<file path="config.mk">
export PLATFORM = sky130hd
export DESIGN_NAME = divider_timer_with_reload_unit
export DESIGN_NICKNAME = d
export VERILOG_FILES = /design/src/dtr_pkg.sv /design/src/divider_timer_with_reload_unit.sv /design/src/dtr_core.sv /design/src/dtr_out_buf.sv
export SDC_FILE = /design/constraint.sdc
export NUM_CORES = 1
export LEC_CHECK = 0
export BUFFER_PORTS_ARGS = -buffer_cell sky130_fd_sc_hd__buf_2
export CORE_ASPECT_RATIO = 1.2
export CORE_UTILIZATION = 58
export CTS_CLUSTER_SIZE = 16
export DETAILED_ROUTE_END_ITERATION = 16
export GPL_TIMING_DRIVEN = 0
export PLACE_DENSITY = 0.77
export SYNTH_ARGS = -nofsm -noshare
export SYNTH_HDL_FRONTEND = slang
export SYNTH_SLANG_ARGS = --single-unit
</file>
<file path="constraint.sdc">
create_clock -name clk_i -period 2 [get_ports clk_i]
set_input_delay 0.3 -clock clk_i [delete_from_list [all_inputs] [get_ports clk_i]]
set_output_delay 0.3 -clock clk_i [all_outputs]
set_load 0.005 [all_outputs]
</file>
<file path="src/dtr_pkg.sv">
// Shared types, codes and helpers for the divider timer with reload.
// No dependencies; the unit, core and output buffer files import this package.
`timescale 1ns / 1ps

package dtr_pkg;

  // Item kinds carried in the input tuser field.
  typedef enum logic [1:0] {
    KindTick  = 2'd0,
    KindRead  = 2'd1,
    KindWrite = 2'd2
  } kind_e;

  // Register selector codes.
  typedef enum logic [1:0] {
    SelDivider = 2'd0,
    SelCounter = 2'd1,
    SelModulo  = 2'd2,
    SelControl = 2'd3
  } sel_e;

  localparam int unsigned DivWidth      = 16;
  localparam int unsigned ByteWidth     = 8;
  localparam int unsigned CtrlEnableBit = 2;

  // One input word after unpacking.
  typedef struct packed {
    logic [1:0]           kind;
    logic [1:0]           reg_select;
    logic [ByteWidth-1:0] write_data;
  } item_t;

  // One result word.
  typedef struct packed {
    logic [ByteWidth-1:0] read_data;
    logic                 timer_interrupt;
  } result_t;

  // Divider bit watched for falling edges, chosen by the control speed field.
  function automatic logic [3:0] tap_index(input logic [1:0] speed);
    logic [3:0] idx;
    case (speed)
      2'd0:    idx = 4'd9;
      2'd1:    idx = 4'd3;
      2'd2:    idx = 4'd5;
      default: idx = 4'd7;
    endcase
    return idx;
  endfunction

endpackage

</file>
<file path="src/divider_timer_with_reload_unit.sv">
// An accepted word is held in the input register, and its result is written to the
// result buffer, from which the output stream reads it.
// Throughput: one word per cycle while results are taken; the two-entry result buffer
// keeps input open while a result waits; input stalls only when both entries are full.
// Reset (rst_ni, asynchronous, active low) clears divider, counter, modulo, control
// and all valid state. Depends on dtr_pkg, dtr_core and dtr_out_buf.
`timescale 1ns / 1ps

module divider_timer_with_reload_unit (
  input  logic        clk_i,
  input  logic        rst_ni,
  input  logic        s_axis_tvalid_i,
  output logic        s_axis_tready_o,
  input  logic [15:0] s_axis_tdata_i,   // [1:0] reg_select, [9:2] write_data, rest zero
  input  logic [1:0]  s_axis_tuser_i,   // [1:0] kind
  output logic        m_axis_tvalid_o,
  input  logic        m_axis_tready_i,
  output logic [15:0] m_axis_tdata_o    // [7:0] read_data, [8] timer_interrupt, rest zero
);
  import dtr_pkg::*;

  // Input register: the accepted word waits here until the result buffer has room, then
  // the core applies it to the timer state and its result is written to the buffer.
  logic    in_valid_q, in_valid_d;
  item_t   item_q;
  logic    s_accept;
  logic    advance;
  logic    can_push;
  result_t core_result;
  result_t out_result;

  // The held word moves on whenever the result buffer has room this cycle.
  assign advance         = in_valid_q & can_push;
  assign s_axis_tready_o = ~in_valid_q | advance;
  assign s_accept        = s_axis_tvalid_i & s_axis_tready_o;

  always_comb begin
    in_valid_d = in_valid_q;
    if (s_accept) begin
      in_valid_d = 1'b1;
    end else if (advance) begin
      in_valid_d = 1'b0;
    end
  end

  always_ff @(posedge clk_i or negedge rst_ni) begin
    if (!rst_ni) begin
      in_valid_q <= 1'b0;
    end else begin
      in_valid_q <= in_valid_d;
    end
  end

  // Payload register, no reset needed.
  always_ff @(posedge clk_i) begin
    if (s_accept) begin
      item_q.kind       <= s_axis_tuser_i;
      item_q.reg_select <= s_axis_tdata_i[1:0];
      item_q.write_data <= s_axis_tdata_i[9:2];
    end
  end

  // Timer state and the single-pass update for one word.
  dtr_core u_core (
    .clk_i    (clk_i),
    .rst_ni   (rst_ni),
    .en_i     (advance),
    .item_i   (item_q),
    .result_o (core_result)
  );

  // Result register with a skid entry toward the output stream.
  dtr_out_buf u_out_buf (
    .clk_i       (clk_i),
    .rst_ni      (rst_ni),
    .push_i      (advance),
    .push_data_i (core_result),
    .can_push_o  (can_push),
    .valid_o     (m_axis_tvalid_o),
    .ready_i     (m_axis_tready_i),
    .data_o      (out_result)
  );

  assign m_axis_tdata_o = {7'd0, out_result.timer_interrupt, out_result.read_data};

endmodule

</file>
<file path="src/dtr_core.sv">
// Timer state (divider, counter, modulo, control) and the per-word update.
// Depends on dtr_pkg.
`timescale 1ns / 1ps

module dtr_core (
  input  logic            clk_i,
  input  logic            rst_ni,
  input  logic            en_i,
  input  dtr_pkg::item_t  item_i,
  output dtr_pkg::result_t result_o
);
  import dtr_pkg::*;

  logic [DivWidth-1:0]  div_q, div_d;
  logic [ByteWidth-1:0] cnt_q, cnt_d;
  logic [ByteWidth-1:0] mod_q, mod_d;
  logic [ByteWidth-1:0] ctrl_q, ctrl_d;

  logic [DivWidth-1:0]  div_inc;
  logic [3:0]           tap;
  logic                 fall;
  logic [ByteWidth:0]   cnt_inc;

  assign div_inc = div_q + DivWidth'(1);
  assign tap     = tap_index(ctrl_q[1:0]);
  // A falling edge on the tap bit across this tick.
  assign fall    = div_q[tap] & ~div_inc[tap];
  assign cnt_inc = {1'b0, cnt_q} + (ByteWidth+1)'(1);

  always_comb begin
    div_d    = div_q;
    cnt_d    = cnt_q;
    mod_d    = mod_q;
    ctrl_d   = ctrl_q;
    result_o = '0;
    if (en_i) begin
      case (item_i.kind)
        KindTick: begin
          div_d = div_inc;
          if (ctrl_q[CtrlEnableBit] && fall) begin
            if (cnt_inc[ByteWidth]) begin
              cnt_d                    = mod_q;
              result_o.timer_interrupt = 1'b1;
            end else begin
              cnt_d = cnt_inc[ByteWidth-1:0];
            end
          end
        end
        KindRead: begin
          case (item_i.reg_select)
            SelDivider: result_o.read_data = div_q[DivWidth-1 -: ByteWidth];
            SelCounter: result_o.read_data = cnt_q;
            SelModulo:  result_o.read_data = mod_q;
            default:    result_o.read_data = ctrl_q;
          endcase
        end
        KindWrite: begin
          case (item_i.reg_select)
            SelDivider: div_d  = '0;
            SelCounter: cnt_d  = item_i.write_data;
            SelModulo:  mod_d  = item_i.write_data;
            default:    ctrl_d = item_i.write_data;
          endcase
        end
        default: begin
          div_d = div_q;
        end
      endcase
    end
  end

  always_ff @(posedge clk_i or negedge rst_ni) begin
    if (!rst_ni) begin
      div_q  <= '0;
      cnt_q  <= '0;
      mod_q  <= '0;
      ctrl_q <= '0;
    end else begin
      div_q  <= div_d;
      cnt_q  <= cnt_d;
      mod_q  <= mod_d;
      ctrl_q <= ctrl_d;
    end
  end

endmodule

</file>
<file path="src/dtr_out_buf.sv">
// Two-entry result buffer that decouples the core from the output stream.
// Depends on dtr_pkg.
`timescale 1ns / 1ps

module dtr_out_buf (
  input  logic              clk_i,
  input  logic              rst_ni,
  input  logic              push_i,
  input  dtr_pkg::result_t  push_data_i,
  output logic              can_push_o,
  output logic              valid_o,
  input  logic              ready_i,
  output dtr_pkg::result_t  data_o
);
  import dtr_pkg::*;

  result_t    entry_q [2];
  logic       rd_ptr_q, rd_ptr_d;
  logic       wr_ptr_q, wr_ptr_d;
  logic [1:0] count_q, count_d;
  logic       pop;

  assign valid_o    = (count_q != 2'd0);
  assign pop        = valid_o & ready_i;
  assign can_push_o = (count_q != 2'd2) | pop;
  assign data_o     = entry_q[rd_ptr_q];

  always_comb begin
    rd_ptr_d = rd_ptr_q ^ pop;
    wr_ptr_d = wr_ptr_q ^ push_i;
    count_d  = count_q + {1'b0, push_i} - {1'b0, pop};
  end

  always_ff @(posedge clk_i) begin
    if (push_i) begin
      entry_q[wr_ptr_q] <= push_data_i;
    end
  end

  always_ff @(posedge clk_i or negedge rst_ni) begin
    if (!rst_ni) begin
      rd_ptr_q <= 1'b0;
      wr_ptr_q <= 1'b0;
      count_q  <= 2'd0;
    end else begin
      rd_ptr_q <= rd_ptr_d;
      wr_ptr_q <= wr_ptr_d;
      count_q  <= count_d;
    end
  end

endmodule

</file>
; ---- After elaboration in Yosys (flattened, before gate mapping)
; Memories as Yosys holds them, arrays and structs flattened.
; Index checks and enable logic that the tools add are counted.
; Widths: inputs -> output; s select.
[word_totals]
ff_bits = 57
mem_bits_rw = 18
n_memories = 1
input_bits = 22
[memory_table]
columns = name, words, word_bits, rd, rd_clocked_by_memory_dff, write_ports, line
row1 = u_out_buf.entry_q, 2, 9, 1, 0, 1, dtr_out_buf.sv:17  ; result_t entry_q [2];
[classes]
reduce_logical = 12
mux = 21
addsub = 4
eq_ne = 10
order_cmp = 1
n_bitwise = 11
[ops]
columns = operator, n
row1 = $mux 8, 4
row2 = $pmux 16 s2, 1
row3 = $pmux 8 s3, 1
row4 = $add 16x1->16 const B, 1
row5 = $mux 16, 1
row6 = $pmux 8 s2, 1
row7 = $pmux 4 s3, 1
row8 = $add 8x1->9 const B, 1
row9 = $mux 1, 9
row10 = $mux 9, 1
row11 = $reduce_and 3->1, 3
row12 = $bmux 1 s4, 2
row13 = $eq 2x1->1 const B, 3
row14 = $eq 2x2->1 const B, 3
row15 = $logic_not 2->1, 3
row16 = $ne 2x1->1 const B, 3
row17 = $reduce_bool 2->1, 3
row18 = $lt 4x5->1 const B, 1
row19 = $and 1x1->1, 4
row20 = $reduce_and 4->1, 1
row21 = $not 1->1, 3
row22 = $reduce_or 3->1, 1
row23 = $add 2x1->2, 1
row24 = $ne 2x2->1 const B, 1
row25 = 4 further kinds, 6

; ---- Logic depth before layout (Yosys ltp)
[logic_depth]
ltp_word = 10
depth_mapped = 7
ltp_nobuf = 7

; ---- Cells and area by module
; A second synthesis with hierarchy kept.
[unflattened]
cells_unflattened = 309
area_unflattened_um2 = 3758.6
[by_module_without_submodules]
columns = mod, instances, cells_per_inst, seq_area_each_um2, area_each_um2
row1 = dtr_core, 1, 237, 1001.0, 2382.3
row2 = dtr_out_buf, 1, 47, 640.6, 899.6
row3 = divider_timer_with_reload_unit, 1, 25, 385.4, 476.7

; ---- Worst setup path after synthesis
; Ideal clock, no wire load.
[synth_timing]
path_type = register to register
start = register item_q[10] (netlist name)
end = register u_core.mod_q[0]
t_required_ps = 1875
n_path_buf = 1
path_slack_ps = 272
setup_time_ps = 125
period_less_slack_ps = 1728
stages_incl_launch_ff = 6
t_arrival_ps = 1603
cell_sequence = edfxtp_1 -> nor2b_1 -> buf_2 -> nand3_1 -> nor2_2 -> mux2_2
[synth_between]
elab_chain_cells = 2
[synth_lines]
columns = item, line
row1 = start: declaration, divider_timer_with_reload_unit.sv:25  ; item_t item_q;
row2 = $eq 2x2->1, dtr_core.sv:37  ; case (item_i.kind)
row3 = $reduce_and 3->1 (no line), --
row4 = end signal: assignment, dtr_core.sv:81  ; mod_q <= mod_d;
row5 = end: declaration, dtr_core.sv:16  ; logic [ByteWidth-1:0] mod_q, mod_d;
; No other way between the ends.
; A chain may end at the register's enable or synchronous reset.

; ---- Worst setup path after layout
[layout_timing]
start = register u_core.cnt_q[0]
end = register u_core.cnt_q[3]
[layout_between]
elab_chain_cells = 4
[layout_lines]
columns = item, line
row1 = start: declaration, dtr_core.sv:15  ; logic [ByteWidth-1:0] cnt_q, cnt_d;
row2 = start signal: assignment, dtr_core.sv:80  ; cnt_q <= cnt_d;
row3 = $add 8x1->9, dtr_core.sv:28  ; assign cnt_inc = {1'b0, cnt_q} + (ByteWidth+1)'(1);
row4 = $mux 8, dtr_core.sv:41  ; if (cnt_inc[ByteWidth]) begin
row5 = $mux 8, dtr_core.sv:40  ; if (ctrl_q[CtrlEnableBit] && fall) begin
row6 = $pmux 8 s2, dtr_core.sv:37
; No other way between the ends. The select of a mux whose other input is x is not followed.

==> results.json <==
{
  "numClockSinks": 75,
  "cts_max_path_buffers": 2,
  "critPathSlowestCell": "dfrtp_1",
  "setup_violations": 0,
  "start_kind": "flip-flop",
  "yosys.area.top_type": "dfrtp_1",
  "synthTopCellsByCount": "dfrtp_1 (45), mux2_2 (32), edfxtp_1 (30)",
  "start_util": 0.6098,
  "die_h_um": 89.66,
  "drv_slew": 0,
  "wl_per_cell_um": 16.09,
  "period_minus_slack_ns": 1.925,
  "peakVddDrop_uv": 1008,
  "fin_crit_sh": 0.9624,
  "antenna_found_initial": 0,
  "slew_headroom": 0.3229,
  "finClkSkew_ns": 0.01090,
  "grt_max_degree": 46,
  "fmax_mhz": 519.6,
  "path_class": "reg2reg",
  "p_per_area_nw_per_um2": 1152,
  "postCtsSetupBuffers": 0,
  "cp.arrival_ns": 2.17,
  "ys_seq_elements": 75,
  "finalSetupTns_ns": 0,
  "cts_buffers": 9,
  "max_stage_delay_ns": 0.43,
  "leakagePower_nw": 1.750,
  "synth-main-ff-cell": "dfrtp_1",
  "multi_input_area_um2": 1600,
  "drv_cap": 0,
  "dr.pass1.iters": 4,
  "setup_ws_ns": 0.07530,
  "setup.worst_path.end_class": "flip-flop",
  "async_flop_share": 0.6000,
  "yosysSeqAreaShare": 0.5458,
  "synth-edff-count": 30,
  "die_area_um2": 6728,
  "synth.most_common_cell": "dfrtp_1",
  "final_hold_viol_count": 0,
  "crit_buf_inv": 0,
  "yosys_warnings": 0,
  "synthesis.area_um2": 3714,
  "min_path_type": "in2async",
  "clkSlewWorstSetupHoldPaths_ns": 0.07,
  "fill_cells": 446,
  "vias_per_cell": 5.760,
  "grt_usage": 0.2300,
  "status": "finished, final reports clean",
  "nets": 371,
  "cts-root-buf": "clkbuf_8",
  "die_x_um": 75.05,
  "ff_latch_area_um2": 2027,
  "grt.overflow.total": 0,
  "core_um2": 6090,
  "clkLatencyLatePin_ns": 0.35,
  "worstPathRequired_ns": 2.24,
  "grt_pass1_vias": 2391,
  "yosysTopAreaCellShare": 0.3032,
  "portBuffers": 26,
  "antenna_left": 0,
  "finalWeightedCongestion": 0.9247,
  "dp_hpwl_um": 4915,
  "crit_chain": "ha_2 > nand4_1 > or2_2 > o21ai_0 > o21ai_0 > mux2_2",
  "grt_pass1_wl_um": 11010,
  "yosys-top-cells-area": "dfrtp_1 (30%), edfxtp_1 (24%), mux2_2 (9.7%), mux4_2 (4.9%), xnor2_1 (2.6%)",
  "critPathTopFamily": "simple AND/OR/NAND/NOR gates",
  "path_common_cell": "o21ai_0",
  "drt-total-wl_um": 6919,
  "yosysUniqueCellTypes": 47,
  "tritoncts": "yes",
  "io_pins": 40,
  "drc": 0,
  "num_rows": 31,
  "syn_to_final_growth_pct": 12.80,
  "vias": 2477,
  "drtIter0Drc": 189,
  "layout-drive-gt1-share": 0.3046,
  "diodes": 0,
  "netlist_instances": 301,
  "cts_htree_levels": 3,
  "max_slew.worst_pin.slew_ns": 1.016,
  "synth_area_per_cell_um2": 12.34,
  "cts_hold_buf": 0,
  "cp_max_fo": 5,
  "pre_cts_ws_ns": -0.03013
}
-- cells in the final DEF (no fill, tap or decap), types with 8 or more instances in the layout --
cell	instances
dfrtp_1	45
mux2_2	32
edfxtp_1	30
buf_2	29
nand2_1	24
nor2_1	24
xnor2_1	11
clkbuf_8	10
inv_1	9
nor2b_1	9
o21ai_0	9
mux4_2	8
-- report_power, final --
part           total, mW  leakage (nW)  internal, mW  switching, mW
Clock               1.16        0.0966         0.611          0.546
Sequential          2.46         0.870          2.06          0.396
Combinational       1.21         0.784         0.696          0.513
Total               4.82          1.75          3.37           1.45
-- through the flow --
step | utilization | instances | power [mW] | instance area [um2] | hold slack (ns)
4_1_cts | 0.6865 | 431 | 4.843 | 4180 | 0.1100
6_report | 0.6879 | 430 | 4.824 | 4189 | 0.1147
3_5_place_dp | 0.6517 | 415 | 3.685 | 3969 | 0.4781
5_1_grt | 0.6879 | 430 | 5.106 | 4189 | 0.1076
3_3_place_gp | 0.6517 | 415 | 3.614 | 3969 | 0.4738
2_1_floorplan | - | 307 | 3.285 | 3736 | 0.004409
-- state kept, by name, summed over array words and instances (netlist names) --
register            count
in_valid_q              1
item_q                 12
u_core.cnt_q            8
u_core.ctrl_q           8
u_core.div_q           16
u_core.mod_q            8
u_out_buf.count_q       2
u_out_buf.entry_q      18
u_out_buf.rd_ptr_q      1
u_out_buf.wr_ptr_q      1
-- per-layer routing --
metal / vias to the layer above / GRT usage / part of all wire
met5: - / 0 / 0
met4: 0 / 0.1184 / 0.019
met3: 12 / 0.05357 / 0.045
met2: 83 / 0.3890 / 0.52
met1: 1220 / 0.2740 / 0.41
li1: 1162 / - / -
-- worst paths after layout --
check                                       endpoint  slack, ns            startpoint  cells after the start
min in group clk_i                         item_q[3]       0.12     s_axis_tdata_i[5]                      1
worst max-delay path                 u_core.cnt_q[3]       0.08       u_core.cnt_q[0]                      6
worst min register to register  u_out_buf.count_q[1]       0.49  u_out_buf.count_q[1]                      1
max in group asynchronous            u_core.cnt_q[7]       1.26                rst_ni                      1
worst max register to register       u_core.cnt_q[3]       0.08       u_core.cnt_q[0]                      6
worst min-delay path                 u_core.div_q[1]       0.11                rst_ni                      1
-- logic make-up after synthesis --
kind of cell,Yosys count,share of synthesized area
xor+xnor,16,0.03773
flops,75,0.5458
simple gates,112,0.1691
buf+inv,25,0.03571
other cells,1,0.001010
fa+ha+maj,6,0.02022
compound gates,26,0.04481
mux,40,0.1456
-- final cells by class --
type                       instances  area share
buffer                            15     0.02360
clock inverter                     4     0.01225
clock buffer                      12     0.03465
sequential                        75      0.4839
inverter                           9    0.008065
timing repair buffer              26     0.03106
tap                               82     0.02449
multi-input combinational        207      0.3820
-- repair_timing --
item                       CTS  global route
setup endpoints to repair   18            21
pin swaps                    0             1
gates cloned                 0             0
resized for setup            3             4
Power figures use the tool's default switching activity.
